--- config.mk ---
export PLATFORM = sky130hd
export DESIGN_NAME = tvf_format
export DESIGN_NICKNAME = d
export VERILOG_FILES = /design/src/hdl/tvf_pkg.sv /design/src/hdl/tvf_format.sv
export SDC_FILE = /design/constraint.sdc
export NUM_CORES = 1
export LEC_CHECK = 0
export BUFFER_PORTS_ARGS = -buffer_cell sky130_fd_sc_hd__buf_2
export CAP_MARGIN = 20
export CORE_UTILIZATION = 46
export DETAILED_ROUTE_END_ITERATION = 12
export PLACE_DENSITY = 0.91
export SLEW_MARGIN = 20
export SYNTH_ARGS = -nofsm -noshare
export SYNTH_HDL_FRONTEND = slang
export SYNTH_SLANG_ARGS = --single-unit
--- constraint.sdc ---
create_clock -name vclk -period 3.9
set_input_delay 0.78 -clock vclk [all_inputs]
set_output_delay 0.78 -clock vclk [all_outputs]
set_load 0.03 [all_outputs]
--- src/hdl/tvf_pkg.sv ---
`timescale 1ns / 1ps

package tvf_pkg;

   localparam int CSR_INDEX_W = 3;
   // widest expansion of one character: M-^X
   localparam int CHAR_MAX    = 4;

   typedef enum logic [CSR_INDEX_W-1:0] {
      CSR_NUMBER_NONBLANK  = 3'd0,
      CSR_NUMBER_ALL       = 3'd1,
      CSR_SQUEEZE_BLANK    = 3'd2,
      CSR_SHOW_TABS        = 3'd3,
      CSR_SHOW_ENDS        = 3'd4,
      CSR_SHOW_NONPRINTING = 3'd5
   } tvf_csr_index_type;

   typedef struct packed {
      logic number_nonblank;
      logic number_all;
      logic squeeze_blank;
      logic show_tabs;
      logic show_ends;
      logic show_nonprinting;
   } tvf_cfg_type;

   localparam logic [7:0] CH_TAB       = 8'h09;
   localparam logic [7:0] CH_NL        = 8'h0A;
   localparam logic [7:0] CH_SPACE     = 8'h20;
   localparam logic [7:0] CH_DOLLAR    = 8'h24;
   localparam logic [7:0] CH_DASH      = 8'h2D;
   localparam logic [7:0] CH_QMARK     = 8'h3F;
   localparam logic [7:0] CH_I         = 8'h49;
   localparam logic [7:0] CH_M         = 8'h4D;
   localparam logic [7:0] CH_CARET     = 8'h5E;
   localparam logic [7:0] CH_DEL       = 8'h7F;
   localparam logic [7:0] CH_CTRL_END  = 8'h20;
   localparam logic [7:0] CARET_OFFSET = 8'h40;
   localparam logic [3:0] ZERO_HI      = 4'h3;
   localparam logic [3:0] BCD_NINE     = 4'd9;

endpackage

--- src/hdl/tvf_format.sv ---
`timescale 1ns / 1ps

module tvf_format import tvf_pkg::*; #(
   parameter int NUMBER_DIGITS = 6,
   parameter int MAX_RESULTS   = NUMBER_DIGITS + 1 + CHAR_MAX,
   parameter int CNT_W         = $clog2(MAX_RESULTS + 1)
) (
   input  tvf_cfg_type                          cfg,
   input  logic [7:0]                           in_byte,
   input  logic                                 new_stream,
   input  logic                                 at_start,
   input  logic                                 prev_blank,
   input  logic [4*NUMBER_DIGITS-1:0]           bcd,
   output logic [MAX_RESULTS-1:0][7:0]          res_bytes,
   output logic [CNT_W-1:0]                     res_cnt,
   output logic                                 nxt_at_start,
   output logic                                 nxt_prev_blank,
   output logic [4*NUMBER_DIGITS-1:0]           nxt_bcd
);

   localparam int BCD_W = 4 * NUMBER_DIGITS;

   logic                             eff_start;
   logic                             eff_prev;
   logic [BCD_W-1:0]                 eff_bcd;
   logic                             is_nl;
   logic                             skip;
   logic                             numbered;
   logic [CHAR_MAX-1:0][7:0]         chr;
   logic [2:0]                       ccnt;
   logic [NUMBER_DIGITS-1:0][7:0]    digit_b;
   logic [BCD_W-1:0]                 inc_bcd;
   logic [6:0]                       low;

   // new_stream takes effect before the byte
   always_comb begin
      eff_start = new_stream | at_start;
      eff_prev  = ~new_stream & prev_blank;
      eff_bcd   = new_stream ? BCD_W'(1) : bcd;
      is_nl     = (in_byte == CH_NL);
      skip      = is_nl & eff_start & cfg.squeeze_blank & eff_prev;
      if (is_nl) begin
         numbered = eff_start & ~skip & cfg.number_all & ~cfg.number_nonblank;
      end else begin
         numbered = eff_start & (cfg.number_all | cfg.number_nonblank);
      end
      if (skip) begin
         nxt_at_start   = eff_start;
         nxt_prev_blank = eff_prev;
      end else if (is_nl) begin
         nxt_at_start   = 1'b1;
         nxt_prev_blank = eff_start;
      end else begin
         nxt_at_start   = 1'b0;
         nxt_prev_blank = eff_start ? 1'b0 : eff_prev;
      end
      nxt_bcd = numbered ? inc_bcd : eff_bcd;
   end

   // saturating bcd increment
   always_comb begin
      logic carry;
      logic full;
      logic [3:0] nib;
      carry   = 1'b1;
      full    = 1'b1;
      inc_bcd = eff_bcd;
      for (int d = 0; d < NUMBER_DIGITS; d++) begin
         nib = eff_bcd[4*d +: 4];
         if (nib != BCD_NINE) full = 1'b0;
         if (carry) begin
            if (nib < BCD_NINE) begin
               inc_bcd[4*d +: 4] = nib + 4'd1;
               carry = 1'b0;
            end else begin
               inc_bcd[4*d +: 4] = 4'd0;
            end
         end
      end
      if (full) inc_bcd = eff_bcd;
   end

   // space-padded decimal, most significant digit first
   always_comb begin
      logic lead;
      logic [3:0] nib;
      lead = 1'b1;
      for (int p = 0; p < NUMBER_DIGITS; p++) begin
         nib = eff_bcd[4*(NUMBER_DIGITS-1-p) +: 4];
         if (nib == 4'd0 && lead && p < NUMBER_DIGITS - 1) begin
            digit_b[p] = CH_SPACE;
         end else begin
            lead = 1'b0;
            digit_b[p] = {ZERO_HI, (nib > BCD_NINE) ? BCD_NINE : nib};
         end
      end
   end

   // character part
   always_comb begin
      low  = in_byte[6:0];
      chr  = '0;
      ccnt = 3'd1;
      if (is_nl) begin
         if (cfg.show_ends) begin
            chr[0] = CH_DOLLAR;
            chr[1] = CH_NL;
            ccnt   = 3'd2;
         end else begin
            chr[0] = CH_NL;
         end
      end else if (in_byte == CH_TAB && cfg.show_tabs) begin
         chr[0] = CH_CARET;
         chr[1] = CH_I;
         ccnt   = 3'd2;
      end else if (!cfg.show_nonprinting) begin
         chr[0] = in_byte;
      end else if (in_byte[7]) begin
         chr[0] = CH_M;
         chr[1] = CH_DASH;
         if ({1'b0, low} < CH_CTRL_END) begin
            chr[2] = CH_CARET;
            chr[3] = {1'b0, low} + CARET_OFFSET;
            ccnt   = 3'd4;
         end else if ({1'b0, low} == CH_DEL) begin
            chr[2] = CH_CARET;
            chr[3] = CH_QMARK;
            ccnt   = 3'd4;
         end else begin
            chr[2] = {1'b0, low};
            ccnt   = 3'd3;
         end
      end else if (in_byte == CH_DEL) begin
         chr[0] = CH_CARET;
         chr[1] = CH_QMARK;
         ccnt   = 3'd2;
      end else if (in_byte < CH_CTRL_END && in_byte != CH_TAB) begin
         chr[0] = CH_CARET;
         chr[1] = in_byte + CARET_OFFSET;
         ccnt   = 3'd2;
      end else begin
         chr[0] = in_byte;
      end
   end

   always_comb begin
      if (skip) begin
         res_cnt = '0;
      end else if (numbered) begin
         res_cnt = CNT_W'(NUMBER_DIGITS + 1) + CNT_W'(ccnt);
      end else begin
         res_cnt = CNT_W'(ccnt);
      end
   end

   for (genvar i = 0; i < MAX_RESULTS; i++) begin : g_pos
      logic [7:0] num_b;
      logic [7:0] raw_b;
      if (i < NUMBER_DIGITS) begin : g_dig
         assign num_b = digit_b[i];
      end else if (i == NUMBER_DIGITS) begin : g_tab
         assign num_b = CH_TAB;
      end else begin : g_chr
         assign num_b = chr[i-NUMBER_DIGITS-1];
      end
      if (i < CHAR_MAX) begin : g_raw
         assign raw_b = chr[i];
      end else begin : g_pad
         assign raw_b = '0;
      end
      assign res_bytes[i] = numbered ? num_b : raw_b;
   end

endmodule

# Word-level counts from Yosys, hierarchy flattened
# Cells that the tools add are included.
# totals
reg_bits	0
input_bits	41
wordCells	146
# classes
n_addsub	9
order_cmp	14
n_eq_ne	11
muxes	88
n_bitwise	13
reduce_logical	11
# op_table
operator	n
2-to-1 mux 16 bit	8
2-to-1 mux 24 bit	4
2-to-1 mux 8 bit	11
2-to-1 mux 4 bit	21
2-to-1 mux 1 bit	25
2-to-1 mux 5 bit	5
adder 4 x 1 -> 4 bit, second input constant	6
> comparator 4 bit, second input constant	6
< comparator 4 bit, second input constant	6
!= test 4 bit, second input constant	6
zero test 4 bit	5
2-to-1 mux 3 bit	6
2-to-1 mux 6 bit	3
== test 8 x 4 -> 1 bit, second input constant	2
2-to-1 mux 7 bit	2
adder 7 x 7 -> 8 bit, second input constant	1
adder 8 x 7 -> 8 bit, second input constant	1
AND 1 bit	8
== test 8 x 7 -> 1 bit, second input constant	1
< comparator 8 x 6 -> 1 bit, second input constant	1
!= test 8 x 4 -> 1 bit, second input constant	1
== test 7 bit, second input constant	1
< comparator 7 x 6 -> 1 bit, second input constant	1
logical AND 1 bit	6
4 further kinds	9

# Longest topological paths before layout
# Gate-level depths: netlist of run 1.
# logic_depth
ltp_word	12
ltp_mapped	13
ltp_nobuf	11

# Worst setup path after synthesis of run 1
# No wires, ideal clock.
# synth_timing
path_kind	in2out
start	input port new_stream
end	output port nxt_bcd[23]
t_arrival_ps	3360
t_required_ps	3120
slack_ps	-240
path_stages	10
n_path_buf	2
cell_sequence	buf_4 > clkbuf_1 > nor2b_1 > inv_1 > ha_1 > nand2b_1 > nand4_2 > or4_4 > or3_1 > a2bb2oi_1
# synth_via
elab_chain_len	11
# synth_rtl
element	line_no	rtl
from (decl)	tvf_format.sv:10	input logic new_stream,
2-to-1 mux 24 bit	tvf_format.sv:39	eff_bcd = new_stream ? BCD_W'(1) : bcd;
< comparator 4 bit	tvf_format.sv:72	if (nib < BCD_NINE) begin
2-to-1 mux 1 bit (2 in a row)	tvf_format.sv:72	
2-to-1 mux 1 bit (4 in a row)	tvf_format.sv:71	if (carry) begin
2-to-1 mux 4 bit	tvf_format.sv:71	
2-to-1 mux 24 bit	tvf_format.sv:80	if (full) inc_bcd = eff_bcd;
2-to-1 mux 24 bit *	tvf_format.sv:57	nxt_bcd = numbered ? inc_bcd : eff_bcd;
to (decl)	tvf_format.sv:18	output logic [4*NUMBER_DIGITS-1:0] nxt_bcd
# Every way passes the cells marked *; elsewhere a longest branch is shown, timed or not.

# Worst setup path in the final report of run 1
# layout_timing
start	input port new_stream
end	output port nxt_bcd[9]
# layout_via
elab_chain_len	10
# layout_rtl
element	line_no
2-to-1 mux 24 bit or bitwise OR 1 bit (tied branches)	tvf_format.sv:39, tvf_format.sv:37
!= test 4 bit or AND 1 bit (tied branches)	tvf_format.sv:70, tvf_format.sv:41
2-to-1 mux 1 bit or AND 1 bit (tied branches) (2 in a row)	tvf_format.sv:70, tvf_format.sv:41
2-to-1 mux 1 bit or NOT 1 bit (tied branches)	tvf_format.sv:70, tvf_format.sv:43
2-to-1 mux 1 bit or AND 1 bit (tied branches) (3 in a row)	tvf_format.sv:70, tvf_format.sv:43
2-to-1 mux 24 bit or 2-to-1 mux 1 bit (tied branches)	tvf_format.sv:80, tvf_format.sv:42
2-to-1 mux 24 bit *	tvf_format.sv:57
# Marked as above.

==> metrics.md, run 1 <==
| Metric | Value |
|---|---|
| Worst Hold Launch | bcd[7] |
| Drt pass-1 iters | 5 |
| Layout cell share with drive strength beyond 1 | a little under two fifths |
| Die area | between 6000 and 7000 um2 |
| Post-layout util | approximately 67% |
| Die width | between 70 and 80 um |
| Top cells by count, synth | 54 x nor2_1, 34 x o21ai_0, 30 x nand2_1, 25 x ha_1, 23 x inv_1 |
| Global-route wire length before repair | around 16000 um |
| Avg Synthesized Cell Area | between 6 and 7 um2 |
| Largest delay share family, worst path | simple AND/OR/NAND/NOR gates |
| Core box area | roughly 5500 um2 |
| Static Leak | between 2 and 2.5 nW |
| Cell count after synthesis | roughly 430 |
| Antenna Nets Post-Route | 0 |
| Net switching power | 0.000354 W |
| Row cnt | 27 |
| CP arrival | between 3000 and 4000 ps |
| RSZ-0062 raised after global routing | no |
| Setup CP Type | in -> out |
| Yosys top cell by area | ha_1 |
| Distinct cells, synth | 64 |
| # IOs | about 160 |
| Total wire length | 10200 um |
| Final hold viol count | 0 |
| Nets@finish | approximately 660 |
| Post-DP HPWL | 8380 um |
| Int Pwr | ~0.00017 W |
| Grt ovf | 0 |
| Setup WS pre-CTS | -17.4 ps |
| Seq Cell Count | 0 |
| GP Congestion | between 0.9 and 1 |
| Hold endpoint | res_bytes[34] |
| Clock Buffer Count | 0 |
| Vias in the first global route | 3343 |
| Sequential share of power | 0% |
| Crit-path cells | buf_4 -> nor2b_1 -> buf_4 -> ha_1 -> nor4bb_1 -> nand4_1 -> or2_2 -> nand3_1 -> mux2_2 -> buf_2 |
| Logic pwr share | 100.0% |
| FF+latch area | 0 um2 |
| Max_slew headroom | between 60 and 70% |
| MaxCap Viol Count | 0 |
| Worst hold stages | 3 |
| Count leader, synth | nor2_1 |
| Critical path buffer and inverter count | 3 |
| Max-slew violation count | 0 |
| Worst hold path class | in -> out |
| I/O Buffers | roughly 150 |
| CP Max Fanout | 17 |
| Wire per inst | between 15 and 20 um |
| Slowest CP cell | or2_2 |
| Worst setup SP type | primary input |
| Min Tclk post-route | around 3800 ps |
| Total GRT Usage | about a third |
| Post-CTS setup buffer count | 0 |
| Synth area leaders | ha_1 12%, nor2_1 7.6%, o21ai_0 6.4% |
| Critical Path Max Stage Delay | approximately 380 ps |
| Ys Warns | 0 |
| Initial DRC count | 382 |
| Critical Path RT | between 3000 and 4000 ps |
| Yosys top cell area share | between 10% and 20% |
| Final period util | a little over nine tenths |
| Fmax | between 0.2 and 0.3 GHz |
| Switching share of power | 68.2% |
| PwrDens | ~140 nW/um2 |
| Clk pwr share | 0% |
| Most frequent CP cell | buf_4 |
| Initial antenna violation count | 0 |
| Area Growth Syn to Fin | 38.9% |
| Post-Syn Area | around 2700 um2 |
| Initial core utilization | ~48% |
| Setup WS post-layout | approximately 110 ps |
| Die Y | between 70 and 80 um |
| # setup viols final | 0 |
| Sequential fraction of the synthesis area | 0% |
| Vias | between 3000 and 4000 |
| # DRC | 0 |
| Worst-Margin Slew | slightly below 500 ps |
| Antenna cells | 0 |
| Largest net degree at the start of global routing | 23 |
| Crit end category | output pin |
| Via-to-Cell Ratio | just under 6 |
| Peak VDD IR | between 0.07 and 0.08 mV |
| Status | finished, final reports clean |
[metrics by stage]
stage	instance area (um2)	total power [W]	hold WS, ps	instances	setup TNS [ps]
after floorplan	2750	0.000360	1680	440	-143
after global placement	3650	0.000502	1890	660	0
after detailed placement	3650	0.000507	1900	660	-34.0
after CTS	3660	0.000510	1890	660	0
after global routing	3690	0.000553	1910	660	0
final	3690	0.000519	1900	660	0
[worst min-delay path: stages]
cell and delay [ps]:
buf_2 120, nor3_1 50, buf_2 170
[cells in the final DEF (no fill, tap or decap), types with 12 or more instances in the layout]
cell type / count
nand2b_1: 22
o21ai_0: 33
buf_2: 141
conb_1: 14
and3_1: 12
inv_1: 23
a21oi_1: 18
nor2b_1: 12
buf_4: 44
nor3_1: 18
ha_1: 25
nand3_1: 22
nor2_1: 53
nand2_1: 30
[per-layer routing]
layer  vias to the layer above  wire length [um]  global-route usage, %
met5                         -                 0                      0
met4                         0               147                   5.56
met3                        16               740                  0.941
met2                       206              4870                   55.7
met1                      1790              4420                   43.8
li1                       1831                 -                      -
[what timing repair did]
action                                 in CTS  in global routing
endpoints found under the hold margin       0                  0
gates resized for setup                     2                 12
cloned                                      0                  0
pin swaps                                   0                  2
hold buffers                                0                  0
setup endpoints to repair                   2                 16
[final cells by class]
cell class	instances	area (um2)
Timing Repair Buffer	187	1060
Tap cell	72	90.1
Multi-Input combinational cell	377	2440
Inverter	24	90.1
Fill cell	508	1850
[worst max path at each step]
stage	cells past startpoint	slack (ps)	end	from
floorplan	10	-70	nxt_bcd[20]	new_stream
global placement	10	50	nxt_bcd[20]	new_stream
detailed placement	10	-20	nxt_bcd[21]	new_stream
CTS	10	30	nxt_bcd[23]	new_stream
global route	10	20	nxt_bcd[23]	new_stream
finish	10	110	nxt_bcd[9]	new_stream
[power by group through the flow]
stage | clock network (W) | registers [W] | logic (W)
2_1_floorplan | 0 | 0 | 0.000360
3_3_place_gp | 0 | 0 | 0.000502
3_5_place_dp | 0 | 0 | 0.000507
4_1_cts | 0 | 0 | 0.000510
5_1_grt | 0 | 0 | 0.000553
6_report | 0 | 0 | 0.000519
[cells by family after synthesis]
logic type / Yosys count / synth area share, %
multiplexers: 9 / 3.53
adder cells (fa/ha/maj): 25 / 11.8
other: 1 / 0.141
AND/OR/NAND/NOR: 218 / 45.0
AO/OA/AOI/OAI: 111 / 27.1
buffers and inverters: 63 / 12.4
No activity file was read; power rests on OpenSTA's default activity.
==> run 2: changes to the inputs <==
--- a/config.mk
+++ b/config.mk
@@ -5,9 +5,10 @@
 export SDC_FILE = /design/constraint.sdc
 export NUM_CORES = 1
 export LEC_CHECK = 0
+export ABC_AREA = 1
 export BUFFER_PORTS_ARGS = -buffer_cell sky130_fd_sc_hd__buf_2
 export CAP_MARGIN = 20
-export CORE_UTILIZATION = 46
+export CORE_UTILIZATION = 47
 export DETAILED_ROUTE_END_ITERATION = 12
 export PLACE_DENSITY = 0.91
 export SLEW_MARGIN = 20
==> metrics.md, run 2 <==
| Metric | Value |
|---|---|
| Compound-Gate Fraction of Synth Area | 13.9% |
| Die area | approximately 6300 um2 |
| Vias | 3941 |
| Min Tclk post-route | roughly 3700 ps |
| Yosys top cell by area | nand2_1 |
| Yosys top cell area share | ~17% |
| Peak VDD IR | between 0.09 and 0.1 mV |
| Grt ovf | 0 |
| Tot Pwr | ~0.0005 W |
| Count leader, synth | nand2_1 |
| Critical Path RT | roughly 3100 ps |
| CP Max Fanout | 9 |
| Cell count after synthesis | approximately 530 |
| Final Instance Area | 3580 um2 |
| PwrDens | ~140 nW/um2 |
| Sequential fraction of the synthesis area | 0% |
| Status | finished, final reports clean |
| Largest family of logic cells by synthesized area | simple AND/OR/NAND/NOR gates |
| FF+latch area | 0 um2 |
| Initial antenna violation count | 0 |
| Commonest cells after routing, fill and taps aside | 144 x buf_2, 123 x nand2_1, 77 x inv_1 |
| Layout cell share with drive strength beyond 1 | between 30% and 40% |
| Post-synthesis xor/xnor area fraction | ~1.5% |
| # hold bufs at CTS | 0 |
| Global-route wire length before repair | ~16000 um |
| Dpl cell area | around 3600 um2 |
| # setup viols final | 0 |
| Initial DRC count | 267 |
| Post-Syn Area | approximately 2800 um2 |
| RSZ-0062 raised after global routing | no |
| Setup TNS | 0 ps |
| # DRC | 0 |
| Seq Cell Count | 0 |
| Die Y | between 70 and 80 um |
| Adder-cell share of the synthesized area | around 11% |
| Wire per inst | approximately 14 um |
| Max-slew violation count | 0 |
| Vias in the first global route | around 3400 |
| Fillers | approximately 600 |
| CP arrival | between 2000 and 3000 ps |
| Static Leak | around 2.2 nW |
| Largest net degree at the start of global routing | 42 |
| Total wire length | ~10000 um |
| Final period util | approximately 96% |
| Final std cells w/o fill | between 700 and 800 |
| Fmax | 0.268 GHz |
| Area Growth Syn to Fin | 26.3% |
| Setup CP Type | in -> out |
| Drt pass-1 iters | 6 |
| Post-synthesis mux area share | 0% |
| Top cells by count, synth | 125 x nand2_1, 77 x inv_1, 72 x nor2_1, 57 x nand3_1, 28 x o21ai_0 |
| Die width | between 70 and 80 um |
| Via-to-Cell Ratio | about 5.3 |
| MaxCap Viol Count | 0 |
| Final hold viol count | 0 |
| Synth area leaders | nand2_1 17%, ha_1 11%, inv_1 10% |
| GP Congestion | around 0.96 |
| Initial core utilization | 50.0% |
| Worst hold path class | in -> out |
| Distinct cells, synth | 41 |
| Simple-gate area share of the yosys netlist | a little over half |
| # IOs | between 150 and 200 |
| Most common cell after layout, fill and taps aside | buf_2 |
| Clock Buffer Count | 0 |
| Row cnt | 27 |
| I/O Buffers | about 150 |
| Nets@finish | ~740 |
| Antenna cells | 0 |
| Worst setup SP type | primary input |
| Antenna Nets Post-Route | 0 |
| Total GRT Usage | approximately a third |
| Core box area | between 5000 and 6000 um2 |
| Ys Warns | 0 |
| Post-DP HPWL | 8730 um |
| Crit end category | output pin |
| Placed Cells | between 700 and 800 |
| Avg Synthesized Cell Area | between 5 and 6 um2 |
-- run 2: changes by cell type in the layout (fill, tap and decap cells not counted), moves of 11 or more --
cell      before  now
nor2_1        53   72
nand2_1       30  123
buf_4         44   17
nand3_1       22   57
and3_1        12    1
nor2b_1       12    0
inv_1         23   77
nand2b_1      22    0
-- run 2: final timing paths --
kind	start	slack [ps]	cells after the start	to
worst max-delay path	in_byte[6]	170	16	res_cnt[1]
worst min-delay path	bcd[3]	1910	3	res_bytes[42]
-- run 2: cell families after synthesis --
logic type / after synthesis
other: 1
buffers and inverters: 119
adders and majority gates: 25
AOI/OAI and AO/OA: 65
and+or+nand+nor: 318
xor gates and xnor gates: 5
-- run 2: power breakdown --
group / switching, W / total, W / internal [W] / leakage, nW
logic: 0.000375 / 0.000514 / 0.000139 / 2.23
clock network: 0 / 0 / 0 / 0
registers: 0 / 0 / 0 / 0
-- run 2: critical path, cell delays in order --
cell and delay, ps:
buf_2 120, inv_1 110, ha_1 180, inv_1 70, nor2_4 120, nand2_2 100
nor2_8 150, inv_2 90, nand2_4 130, inv_2 100, a21oi_2 160, nand2_1 80
ha_1 300, or2_1 230, nand2_1 60, clkbuf_4 180
-- run 2: layout make-up --
cell class / instances / area (um2) / share of cell area, %
inverter: 85 / 322 / 8.97
multi-input combinational: 427 / 2320 / 64.6
tap: 72 / 90.1 / 2.51
timing repair buffer: 162 / 856 / 23.9
-- run 2: routing by layer --
metal	track usage [%]	part of all wire, %	vias to the layer above
met5	0	0	-
met4	6.00	1.4	0
met3	1.14	7.4	15
met2	60.1	50	204
met1	39.0	41	1763
li1	-	-	1959
-- run 2: metrics by stage --
| stage | setup WS (ps) | utilization [%] | hold WS [ps] |
|---|---|---|---|
| 6_report | 167 | 63.1 | 1910 |
| 3_5_place_dp | 96.3 | 62.7 | 1900 |
| 4_1_cts | 91.7 | 62.7 | 1900 |
| 3_3_place_gp | 191 | 62.7 | 1900 |
| 2_1_floorplan | 215 | - | 1680 |
| 5_1_grt | 9.78 | 63.1 | 1910 |
-- run 2: timing repair --
item                                    in CTS  in global routing
gates resized for setup                      0                  4
endpoints found under the setup margin       0                  6
setup buffers                                0                  2
