File: src/hdl/tvf_pkg.sv
`timescale 1ns / 1ps

package tvf_pkg;

   localparam int CSR_INDEX_W = 3;
   // widest expansion of one character: M-^X
   localparam int CHAR_MAX    = 4;

   typedef enum logic [CSR_INDEX_W-1:0] {
      CSR_NUMBER_NONBLANK  = 3'd0,
      CSR_NUMBER_ALL       = 3'd1,
      CSR_SQUEEZE_BLANK    = 3'd2,
      CSR_SHOW_TABS        = 3'd3,
      CSR_SHOW_ENDS        = 3'd4,
      CSR_SHOW_NONPRINTING = 3'd5
   } tvf_csr_index_type;

   typedef struct packed {
      logic number_nonblank;
      logic number_all;
      logic squeeze_blank;
      logic show_tabs;
      logic show_ends;
      logic show_nonprinting;
   } tvf_cfg_type;

   localparam logic [7:0] CH_TAB       = 8'h09;
   localparam logic [7:0] CH_NL        = 8'h0A;
   localparam logic [7:0] CH_SPACE     = 8'h20;
   localparam logic [7:0] CH_DOLLAR    = 8'h24;
   localparam logic [7:0] CH_DASH      = 8'h2D;
   localparam logic [7:0] CH_QMARK     = 8'h3F;
   localparam logic [7:0] CH_I         = 8'h49;
   localparam logic [7:0] CH_M         = 8'h4D;
   localparam logic [7:0] CH_CARET     = 8'h5E;
   localparam logic [7:0] CH_DEL       = 8'h7F;
   localparam logic [7:0] CH_CTRL_END  = 8'h20;
   localparam logic [7:0] CARET_OFFSET = 8'h40;
   localparam logic [3:0] ZERO_HI      = 4'h3;
   localparam logic [3:0] BCD_NINE     = 4'd9;

endpackage

File: src/hdl/tvf_outq.sv
`timescale 1ns / 1ps

module tvf_outq import tvf_pkg::*; #(
   parameter int MAX_RESULTS = 11,
   parameter int CNT_W       = $clog2(MAX_RESULTS + 1)
) (
   input  logic                         clock,
   input  logic                         reset,
   input  logic                         push_valid,
   input  logic [CNT_W-1:0]             push_cnt,
   input  logic [MAX_RESULTS-1:0][7:0]  push_bytes,
   output logic                         push_ready,
   output logic                         rsp_valid,
   input  logic                         rsp_ready,
   output logic [7:0]                   rsp_byte,
   output logic                         rsp_last
);

   // shift slot drives the output, hold slot takes the next item
   logic [CNT_W-1:0]             s_cnt_ff, s_cnt_in;
   logic [MAX_RESULTS-1:0][7:0]  s_bytes_ff, s_bytes_in;
   logic                         h_valid_ff, h_valid_in;
   logic [CNT_W-1:0]             h_cnt_ff, h_cnt_in;
   logic [MAX_RESULTS-1:0][7:0]  h_bytes_ff, h_bytes_in;
   logic                         s_fire;
   logic                         s_free;
   logic                         push_live;

   always_comb begin
      s_fire     = (s_cnt_ff != '0) && rsp_ready;
      s_free     = (s_cnt_ff == '0) || (s_cnt_ff == CNT_W'(1) && rsp_ready);
      push_ready = !h_valid_ff || s_free;
      push_live  = push_valid && (push_cnt != '0);

      s_cnt_in   = s_cnt_ff;
      s_bytes_in = s_bytes_ff;
      h_valid_in = h_valid_ff;
      h_cnt_in   = h_cnt_ff;
      h_bytes_in = h_bytes_ff;

      if (s_fire) begin
         s_cnt_in   = s_cnt_ff - CNT_W'(1);
         s_bytes_in = {8'h00, s_bytes_ff[MAX_RESULTS-1:1]};
      end
      if (s_free) begin
         if (h_valid_ff) begin
            s_cnt_in   = h_cnt_ff;
            s_bytes_in = h_bytes_ff;
            h_valid_in = push_live;
            h_cnt_in   = push_cnt;
            h_bytes_in = push_bytes;
         end else if (push_live) begin
            s_cnt_in   = push_cnt;
            s_bytes_in = push_bytes;
         end
      end else if (push_live) begin
         h_valid_in = 1'b1;
         h_cnt_in   = push_cnt;
         h_bytes_in = push_bytes;
      end
   end

   always_ff @(posedge clock) begin
      if (reset) begin
         s_cnt_ff   <= '0;
         h_valid_ff <= 1'b0;
      end else begin
         s_cnt_ff   <= s_cnt_in;
         h_valid_ff <= h_valid_in;
      end
   end

   always_ff @(posedge clock) begin
      s_bytes_ff <= s_bytes_in;
      h_cnt_ff   <= h_cnt_in;
      h_bytes_ff <= h_bytes_in;
   end

   assign rsp_valid = (s_cnt_ff != '0);
   assign rsp_byte  = s_bytes_ff[0];
   assign rsp_last  = (s_cnt_ff == CNT_W'(1));

endmodule

File: config.mk
export PLATFORM = sky130hd
export DESIGN_NAME = tvf_outq
export DESIGN_NICKNAME = d
export VERILOG_FILES = /design/src/hdl/tvf_pkg.sv /design/src/hdl/tvf_outq.sv
export SDC_FILE = /design/constraint.sdc
export NUM_CORES = 1
export LEC_CHECK = 0
export BUFFER_PORTS_ARGS = -buffer_cell sky130_fd_sc_hd__buf_2
export CAP_MARGIN = 5
export CORE_MARGIN = 8
export CORE_UTILIZATION = 45
export CTS_CLUSTER_SIZE = 40
export DETAILED_ROUTE_END_ITERATION = 6
export GPL_TIMING_DRIVEN = 0
export PLACE_DENSITY = 0.64
export SKIP_CTS_REPAIR_TIMING = 1
export SLEW_MARGIN = 20
export SYNTH_ARGS = -nofsm -noshare
export SYNTH_HDL_FRONTEND = slang
export SYNTH_SLANG_ARGS = --single-unit
File: constraint.sdc
create_clock -name clock -period 16 [get_ports clock]
set_input_delay 3.2 -clock clock [delete_from_list [all_inputs] [get_ports clock]]
set_output_delay 3.2 -clock clock [all_outputs]
set_load 0.01 [all_outputs]
Yosys cells after proc, flatten, opt, wreduce, memory -nomap -nowiden
Index checks and enable logic that the tools add are counted.
{"block": "word_totals", "reg_bits": 185, "latch_bits": 0, "ramBits": 0, "mem_bits_ro": 0, "out_inout_bits": 11, "memories": 0}
{"block": "classes", "add_sub_neg": 1, "mul": 0, "n_div": 0, "order_cmp": 0, "n_eq_ne": 2, "shifts": 0, "mux": 17, "n_bitwise": 0, "n_reduce_logical": 11}
{"operator": "88-bit two-way mux", "n": 7}
{"operator": "4-bit two-way mux", "n": 7}
{"operator": "4-bit nonzero test", "n": 2}
{"operator": "4-bit by 1-bit == test with 1-bit output, second input constant", "n": 1}
{"operator": "4-bit logical NOT", "n": 1}
{"operator": "4-bit by 1-bit subtractor with 4-bit output, second input constant", "n": 1}
{"operator": "1-bit logical AND", "n": 3}
{"operator": "1-bit two-way mux", "n": 3}
{"operator": "1-bit logical OR", "n": 2}
{"operator": "2-bit != test, second input constant", "n": 1}
{"operator": "2-bit AND reduction", "n": 1}
{"operator": "2-bit nonzero test", "n": 1}
{"operator": "1-bit logical NOT", "n": 1}

Logic depth before layout (Yosys ltp)
Gate-level depths: netlist of run 1.
{"block": "logic_depth", "ltp_word": 6, "mapped_depth": 9, "ltp_nobuf": 7}

Least setup slack after synthesis of run 1
No wires, ideal clock.
{"block": "synth_timing", "path_type": "input-to-reg", "startpoint": "in rsp_ready", "endpoint": "reg h_bytes_ff[0] (netlist bit) (enable)", "t_arrival_ns": 10.491, "path_slack_ns": 4.839, "cell_stages": 6, "cell_sequence": "clkbuf_1 a21o_1 nand2_1 buf_2 buf_2 o21ai_0"}
{"block": "synth_via", "elab_chain_len": 4}
{"element": "start, declared", "line": "tvf_outq.sv:14", "rtl": "input logic rsp_ready,"}
{"element": "1-bit logical AND *", "line": "tvf_outq.sv:31", "rtl": "s_free = (s_cnt_ff == '0) || (s_cnt_ff == CNT_W'(1) && rsp_ready);"}
{"element": "1-bit logical OR *", "line": "tvf_outq.sv:31"}
{"element": "2-bit != test (no source line) or 2-bit nonzero test (tied branches)"}
{"element": "2-bit AND reduction (no source line) *"}
{"element": "end signal, assigned", "line": "tvf_outq.sv:76", "rtl": "h_bytes_ff <= h_bytes_in;"}
{"element": "end, declared", "line": "tvf_outq.sv:24", "rtl": "logic [MAX_RESULTS-1:0][7:0] h_bytes_ff, h_bytes_in;"}
Mark *: on every way between the ends. The rest lies on a longest branch, timed or not.
A chain may end at the register's enable or synchronous reset.

Final worst setup path of run 1
{"block": "layout_timing", "startpoint": "in rsp_ready", "endpoint": "out push_ready"}
{"block": "layout_via", "elab_chain_len": 3}
{"element": "1-bit logical AND", "line": "tvf_outq.sv:31"}
{"element": "1-bit logical OR", "line": "tvf_outq.sv:31"}
{"element": "1-bit logical OR", "line": "tvf_outq.sv:32", "rtl": "push_ready = !h_valid_ff || s_free;"}
{"element": "end, declared", "line": "tvf_outq.sv:12", "rtl": "output logic push_ready,"}
No other way between the ends.

==> metrics.txt, run 1 <==
# fillers slightly below 2k; Leak 0.004172 uW; Startpoint Class input pin; clock-pin slew on the worst setup and hold paths 70 ps; Worst Setup End Kind primary output; CP max stage delay 340 ps; initial core utilization 0.4558; IO Pins 107; Routed Antenna Nets 0; clock root buffer master clkbuf_16; Max-Cap Viols 0; Worst R2R Start s_cnt_ff[0]; Seq cells post-synth 185; final setup fails 0; final worst path period share 0.5028; total global routing overflow 0; R2R Path End h_bytes_ff[25]; Max-slew headroom 0.4375; Num CTS Buffers 17; most frequent cells in the layout a22oi_1 (160), buf_2 (133), dfxtp_1 (93); Tightest Hold Check Type reg -> reg; yosys warns 0; P_int approximately 1500 uW; Skew-Pair Late Insertion Delay 440 ps; dpl cell area 10570 sq um; RSZ-0062 raised after global routing false; clock buffer depth 2; Clk pwr share 0.170; logic gate share of total power 0.488; FF-to-FF setup slack about 13000 ps; first-pass GRT wire length 44060 microns; vias after detailed routing 8191; nets 1162; Via-to-Cell Ratio 6.058; die width 161.7 microns; Synth async-reset ratio 0; cell area after layout 11180 sq um; syn avg cell area ~10 sq um; Sequential Power Share 0.342; clock skew 13.02 ps; Top delay family on crit path buffers and inverters; worst-path cell chain clkbuf_1 > a21o_1 > nand2_1 > buf_2 > buf_2 > nand2_1 > buf_2; Worst-Margin Slew roughly 840 ps; area occupied by multi-input gates 4442 sq um; die area 26140 sq um; minimum clock period 8044 ps; Sw Pwr 1068 uW; final-report hold violation count 0; syn_nets a little over 1k; TNS Setup 0 ps; GRT Overall Usage 0.2113; status completed; WS Path Type in -> out; share of layout cells above drive strength 1 0.1727; CORE AREA 20960 sq um; post-synthesis sequential area ratio 0.4841; Crit-path slowest cell nand2_1; PwrDens 231.8 nW/um^2; Main synth FF type dfxtp_1; Synth Cell Area 9552 sq um; Netlist cell types 39; Max Clk Rate 124.3 MHz; CTS tree built; reg2reg path depth 12; vias in the first global route 8052; die height 161.7 microns; Synth Instances 935; # rows 53; register area 4624 sq um; routed length per instance 20.66 microns; critical path arrival 4840 ps; Switching Share 0.4123; HPWL after detailed placement 19610 microns; Critical path origin rsp_ready; area grow syn2layout 17.04%; Max IR drop VDD 0.08086 mV; antenna violations before repair 4; worst path required time between 10000 and 15000 ps; first drt pass iteration count 5; Crit path top cell by count buf_2; H-tree levels 4; 1st-iter DRT viols 811; commonest non-fill, non-tap cell in the layout a22oi_1; GP Congestion 0.8347; EDFF count, synth between 90 and 100; crit path max fanout 10; Antenna Cells 0; Residual DRC 0; Slew Viols, Final 0; worst path buffer plus inverter count 4; # port buffers 105; CP Depth 7; clock sink count 185; crit path capture push_ready; WL final 27940 microns; largest net degree at the start of global routing 25
-- Yosys cell counts (9+ instances only) --
master / instances / share of area
buf_4: 9 / 0.0071
nand2_1: 89 / 0.035
a22oi_1: 160 / 0.13
or4bb_1: 58 / 0.068
edfxtp_1: 92 / 0.29
nand4bb_1: 22 / 0.026
clkbuf_1: 73 / 0.029
o21ai_0: 44 / 0.023
dfxtp_1: 93 / 0.19
nand2b_1: 81 / 0.053
o211ai_1: 80 / 0.063
o21ai_1: 44 / 0.023
buf_2: 28 / 0.015
-- power by group through the flow --
stage,logic (uW),clock network [uW],registers (uW)
detailed placement,1250,0,890
global placement,1170,0,944
CTS,1250,448,882
finish,1270,441,885
global route,1390,467,907
floorplan,892,0,876
-- worst min-delay path by stage --
stage               depth (start not counted)        endpoint            from  slack, ps
floorplan                                   2  s_bytes_ff[83]  h_bytes_ff[83]        430
global placement                            2  s_bytes_ff[87]  h_bytes_ff[87]        440
detailed placement                          2  s_bytes_ff[85]  h_bytes_ff[85]        440
CTS                                         1  s_bytes_ff[86]  h_bytes_ff[86]        470
global route                                1  s_bytes_ff[86]  h_bytes_ff[86]        490
finish                                      2  s_bytes_ff[83]  h_bytes_ff[83]        480
-- per-layer routing --
| layer | part of all wire | GRT usage | vias to the layer above |
|---|---|---|---|
| li1 | - | - | 3907 |
| met1 | 0.46 | 0.2916 | 3931 |
| met2 | 0.46 | 0.3283 | 303 |
| met3 | 0.061 | 0.04632 | 42 |
| met4 | 0.015 | 0.05892 | 8 |
| met5 | 0.0017 | 0 | - |
-- state kept, by name (all words and copies together) (netlist names) --
register / count
h_bytes_ff: 88
h_cnt_ff: 4
h_valid_ff: 1
rsp_byte: 8
s_bytes_ff: 80
s_cnt_ff: 4
-- final cells by class --
cell class | instances | share of cell area
sequential | 185 | 0.4137
multi-input combinational | 636 | 0.3973
timing repair buffer | 110 | 0.05932
buffer | 110 | 0.04309
clock buffer | 18 | 0.04029
tap | 275 | 0.03078
clock inverter | 14 | 0.01421
inverter | 4 | 0.001343
-- worst register-to-register path: stages (launching register included) --
cell,delay [ps]
dfxtp_1,420
inv_1,110
ha_1,250
buf_2,230
a21o_1,240
nand2_1,340
buf_2,330
buf_2,310
nand2_1,160
o21ai_4,250
buf_16,240
buf_16,170
buf_16,160
-- per-stage QoR --
stage               power [uW]  cells  hold slack (ps)    util  worst slack, ps
floorplan                 1768    935            429.2       -             4839
global placement          2113   1315            438.8  0.4973            662.0
detailed placement        2139   1320            442.7  0.5044             7983
CTS                       2584   1352            474.2  0.5335             7979
global route              2765   1352            489.9  0.5335             7850
finish                    2591   1352            475.3  0.5335             7956
-- logic make-up (layout without fill, tap and decap cells) --
family,after synthesis,in the layout,synth area share
xor gates and xnor gates,1,1,0.0009171
and+or+nand+nor,273,273,0.1986
buffers and inverters,114,256,0.05200
adders and majority gates,2,2,0.002619
AOI/OAI and AO/OA,360,360,0.2617
DFF,185,185,0.4842
Power figures use the tool's default switching activity.
==> inputs of run 2 (changes only) <==
Settings changed: ABC_AREA set to 1, PLACE_DENSITY 0.64 to 0.67.
Clock period 16 ns to 6.7 ns, I/O delays scaled along.
==> run 2 against run 1 <==
Register-to-register slack got worse by 8700 ps. Combinational power increased by 110%. Routed wire length shrank 11%. First-iteration DRC count down 13%. Worst hold slack worse by 5.3 ps. Global-route usage decreased by 1.1 points. Via count decreased by 1.8%. Clock-buffer cell count is the same. Core utilization is 0.38 points higher. Cell area decreased by 3.4%. Non-clock buffer count decreased by 30. Clock power rose by 150%. Critical path type unchanged. Critical endpoint unchanged.
==> metrics.txt, run 2 <==
# fillers 1897 (-3.5%); number of flip-flops under the largest register name 88 (unchanged); antenna violations before repair 0 (-4); final worst slack 3153 ps (-4802 ps); Crit path top cell by count buf_2; Worst-Margin Slew 564.4 ps (-274.9 ps); Num CTS Buffers 17 (unchanged); # port buffers 106 (+0.95%); crit path max fanout 10 (unchanged); final-report hold violation count 0 (unchanged); most frequent cells in the layout nand2_1 (310), a21oi_1 (152), buf_2 (146); die area 25150 sq um (-3.8%); first-pass GRT wire length 39390 microns (-11%); Crit-path slowest cell inv_2; Hold EP s_bytes_ff[75]; mux cell area share after synthesis 0 (unchanged); Skew-Pair Late Insertion Delay 430 ps (about the same); largest net degree at the start of global routing 21 (-16%); CP max stage delay 210 ps (-130 ps); R2R Path End h_bytes_ff[27]; Routed Antenna Nets 0 (unchanged); Max IR drop VDD 0.2058 mV (+150%); reg2reg path depth 11 (-1); clock buffer depth 2 (unchanged); vias after detailed routing 8040 (-1.8%); Yosys top cell area share 0.3020 (+0.01274); Netlist cell types 30 (-23%); Leak 0.005009 uW (+20%); critical path arrival 2210 ps (-2630 ps); RSZ-0062 raised after global routing false; initial core utilization 0.4551 (-0.0007497); Area contributors post-synth edfxtp_1 (30%), dfxtp_1 (20%), nand2_1 (13%); clock skew 6.935 ps (-6.084 ps); WL final 24910 microns (-11%); commonest non-fill, non-tap cell in the layout nand2_1; Max-Cap Viols 0 (unchanged); Worst Min Path Start h_bytes_ff[75]; DP Worst Slack 2955 ps (-5028 ps); Seq cells post-synth 185 (unchanged); Simple-Gate Fraction of Synth Area 0.2481 (+0.04950); Via-to-Cell Ratio 5.174 (-15%); main combinational cell family by area after synthesis simple AND/OR/NAND/NOR gates; first drt pass iteration count 7 (+2); Tightest Hold Check Type reg -> reg; die height 158.6 microns (-1.9%); final setup fails 0 (unchanged); XOR/XNOR share of the synthesized area 0 (-0.0009170); clock sink count 185 (unchanged); IO Pins 107 (unchanged); Synth Instances 1140 (+22%); Main synth FF type dfxtp_1; share of layout cells above drive strength 1 0.1871 (+0.01436); syn avg cell area 8.025 sq um (-21%); GP Congestion 0.8345 (about the same); area occupied by multi-input gates 3749 sq um (-16%); Synth Cell Area 9149 sq um (-4.2%); Biggest register h_bytes_ff; worst-path cell chain buf_2 > nand3_1 > nand2_2 > inv_2 > nand2_1 > buf_2; vias in the first global route 7599 (-5.6%); worst path required time 5360 ps (-7440 ps); Slew Viols, Final 0 (unchanged); CTS tree built; routed length per instance 16.03 microns (-22%); nets 1368 (+18%); minimum clock period 3547 ps; Max-slew headroom 0.6238 (+0.1863); HPWL after detailed placement 17340 microns (-12%); Worst Setup End Kind primary output; 1st-iter DRT viols 702 (-13%); EDFF count, synth 92 (unchanged); Startpoint Class input pin; status completed; post-synthesis sequential area ratio 0.5055 (+0.02132); WS Path Type in -> out; syn_nets 1238 (+20%); adder-cell share of the synthesized area 0.002735 (+0.0001154); register area 4624 sq um (unchanged); clock root buffer master clkbuf_16; Worst R2R Start s_cnt_ff[0]; H-tree levels 4 (unchanged); GRT Overall Usage 0.2000 (-0.01135); TNS Setup 0 ps (unchanged); hold depth 2 (unchanged); clock-pin slew on the worst setup and hold paths 70 ps (about the same); FF-to-FF setup slack 3810 ps (-8690 ps); total global routing overflow 0 (unchanged); # rows 52 (-1.9%); post-synthesis compound-gate area fraction 0.1577 (-0.1040); final worst path period share 0.5294; PwrDens 537.4 nW/um^2 (+130%); most frequent cells after synthesis nand2_1 (310), a21oi_1 (152), nand3_1 (118), dfxtp_1 (93), edfxtp_1 (92); Final Hold Slack 470.1 ps (-5.252 ps); leading cell type by number of instances after synthesis nand2_1; yosys warns 0 (unchanged); CORE AREA 20100 sq um (-4.1%); Synth async-reset ratio 0 (unchanged); Yosys top cell by area edfxtp_1; area grow syn2layout 18.08%; Max Clk Rate between 200 and 300 MHz; Residual DRC 0 (unchanged); die width 158.6 microns (-1.9%)
## run 2: how the worst max path moves through the flow
stage | start | to | slack [ps]
6_report | rsp_ready | push_ready | 3150
5_1_grt | rsp_ready | push_ready | 3130
2_1_floorplan | push_cnt[0] | h_bytes_ff[0] | 180
3_3_place_gp | push_cnt[2] | h_bytes_ff[43] | -2630
3_5_place_dp | push_cnt[2] | h_bytes_ff[35] | 2950
4_1_cts | rsp_ready | push_ready | 3180
## run 2: metrics by stage
stage / power (uW) / instances / cell area (sq um) / utilization
2_1_floorplan: 3949 / 1140 / 9149 / -
3_3_place_gp: 4611 / 1516 / 10020 / 0.4983
3_5_place_dp: 4699 / 1521 / 10170 / 0.5057
4_1_cts: 5808 / 1553 / 10800 / 0.5372
5_1_grt: 6263 / 1553 / 10800 / 0.5372
6_report: 5806 / 1554 / 10800 / 0.5373
## run 2: area by class of cell
| cell class | instances | area share |
|---|---|---|
| flip-flops and latches | 185 | 0.4281 |
| multi-input cells | 784 | 0.3470 |
| repair buffers | 111 | 0.06185 |
| plain buffers | 79 | 0.04088 |
| clock buffers | 18 | 0.04065 |
| inverters | 92 | 0.03197 |
| well taps | 270 | 0.03127 |
| clock inverters | 14 | 0.01807 |
| diodes | 1 | 0.0002316 |
## run 2: routing by layer
layer	wire length, microns	vias to the layer above	GRT usage
met3	1734	15	0.04207
met5	0	-	0
met1	11310	3739	0.2656
met4	264	0	0.05164
li1	-	4034	-
met2	11600	252	0.3251
## run 2: critical path, delay by kind of cell
kind	cells	cell delay (ps)
and+or+nand+nor	3	340
buffers and inverters	3	530
## run 2: cell families after synthesis
| kind of cell | Yosys count |
|---|---|
| AND/OR/NAND/NOR | 538 |
| AO/OA/AOI/OAI | 244 |
| adder cells (fa/ha/maj) | 2 |
| flip-flops | 185 |
| buffers and inverters | 171 |
## run 2: report_power, final
part | leakage [uW] | total (uW) | internal [uW] | switching, uW
sequential | 0.00166 | 1990 | 1750 | 240
combinational | 0.00305 | 2720 | 1030 | 1690
clock | 0.000299 | 1090 | 638 | 455
==> inputs of run 3 (changes only) <==
Settings changed: ABC_AREA 1 to 0, PLACE_DENSITY 0.67 to 0.66.
Clock period 6.7 ns to 3 ns, I/O delays scaled along.
==> run 3 against run 2 <==
Setup slack lost 3000 ps. Critical path depth grew 3. Clock skew grew 6.0 ps. Total power grew 140%.
==> metrics.txt, run 3 (same netlist as run 1, synthesis figures left out) <==
clock root buffer master clkbuf_16; first-pass GRT wire length 44330 microns (+13%); clock-pin slew on the worst setup and hold paths 70 ps (about the same); clock buffer depth 2 (unchanged); antenna violations before repair 5 (+5); Routed Antenna Nets 0 (unchanged); Num CTS Buffers 17 (unchanged); Switching Share 0.4081 (-0.002304); GRT Overall Usage 0.2117 (+0.01172); WS Path Type reg -> out; die height 161.7 microns (+2.0%); initial core utilization 0.4558 (+0.0007497); Tightest Hold Check Type in -> reg; Worst-Margin Slew 885.9 ps (+321.5 ps); final-report hold violation count 0 (unchanged); Startpoint Class register; # fillers 1932 (+1.8%); Via-to-Cell Ratio 6.103 (+18%); P_int 8233 uW (+140%); HPWL after detailed placement 19580 microns (+13%); Max-slew headroom 0.4062 (-0.2176); die width 161.7 microns (+2.0%); RSZ-0062 raised after global routing false; clock skew 12.96 ps (+6.028 ps); critical path arrival 2250 ps (+40 ps); vias after detailed routing 8269 (+2.8%); Max-Cap Viols 0 (unchanged); Core Util, Final 0.5362 (-0.001098); nets 1163 (-15%); WL final 27880 microns (+12%); Skew-Pair Late Insertion Delay 440 ps (about the same); Sequential Power Share 0.340 (-0.003); total global routing overflow 0 (unchanged); Max IR drop VDD 0.6081 mV (+200%); most frequent cells in the layout a22oi_1 (160), buf_2 (130), edfxtp_1 (92), dfxtp_1 (92), nand2_1 (88); logic gate share of total power 0.489 (+0.020); GP Congestion 0.8350 (about the same); Sw Pwr 5676 uW (+140%); crit path max fanout 10 (unchanged); minimum clock period 2853 ps; TNS Setup 0 ps (unchanged); commonest non-fill, non-tap cell in the layout a22oi_1; Worst Setup End Kind primary output; IO Pins 107 (unchanged); die area 26140 sq um (+4.0%); PwrDens 1238 nW/um^2 (+130%); H-tree levels 4 (unchanged); status completed; # port buffers 105 (-0.94%); first drt pass iteration count 7 (unchanged); routed length per instance 20.57 microns (+28%); Max Clk Rate roughly 350 MHz; CTS tree built; clock sink count 185 (unchanged); Clk pwr share 0.171 (-0.017); vias in the first global route 8059 (+6.1%); largest net degree at the start of global routing 25 (+19%); share of layout cells above drive strength 1 0.1809 (-0.006171); area grow syn2layout 17.64%; final worst path period share 0.9511; worst path required time 2400 ps (-2960 ps); final setup fails 0 (unchanged); # rows 53 (+1.9%); Leak 0.004201 uW (-16%); number of flip-flops under the largest register name 88 (unchanged); Residual DRC 0 (unchanged); Slew Viols, Final 0 (unchanged); CORE AREA 20960 sq um (+4.2%); Biggest register h_bytes_ff; 1st-iter DRT viols 796 (+13%)
[run 3: final timing paths]
kind,startpoint,to,slack [ps],cells past startpoint
min,push_bytes[86],h_bytes_ff[86],350,1
min reg2reg,h_bytes_ff[83],s_bytes_ff[83],470,2
max reg2reg,s_cnt_ff[0],h_bytes_ff[26],460,11
max,s_cnt_ff[0],push_ready,150,9
[run 3: final cells by class]
cell class / instances / area (sq um) / share of cell area
clock inverters: 13 / 167.7 / 0.01492
diodes: 2 / 5.005 / 0.0004454
flip-flops and latches: 185 / 4626 / 0.4116
inverters: 4 / 15.01 / 0.001336
multi-input cells: 636 / 4454 / 0.3964
well taps: 275 / 344.1 / 0.03062
clock buffers: 19 / 452.9 / 0.04031
repair buffers: 111 / 663.1 / 0.05901
plain buffers: 110 / 509.2 / 0.04532
[run 3: critical path, stage by stage (launching register included)]
cell and delay, ps:
dfxtp_2 380, inv_2 60, ha_2 210, buf_4 190
a21o_1 240, nand2_4 170, buf_6 170, buf_6 160
nand2_1 70, buf_2 160
[run 3: routing by layer]
metal,global-route usage,vias to the layer above,share of wire
li1,-,3913,-
met1,0.2946,3986,0.45
met2,0.3210,328,0.46
met3,0.04935,36,0.074
met4,0.06481,6,0.015
met5,0,-,0.0013
[run 3: power by group through the flow]
stage / Sequential (uW) / Clock [uW] / Combinational [uW]
global placement: 4790 / 0 / 6290
finish: 4730 / 2390 / 6800
CTS: 4710 / 2410 / 6670
global route: 4820 / 2510 / 7510
detailed placement: 4750 / 0 / 6640
floorplan: 4520 / 0 / 4820
[run 3: per-stage QoR]
stage	hold slack (ps)	worst slack, ps	cells	power [uW]	cell area, sq um
2_1_floorplan	429.2	-215.0	935	9345	9593
3_3_place_gp	435.7	-1484	1315	11080	10460
3_5_place_dp	452.8	-161.4	1319	11390	10570
4_1_cts	335.1	-158.9	1351	13790	11190
5_1_grt	328.5	65.15	1354	14840	11230
6_report	349.5	146.8	1355	13910	11240
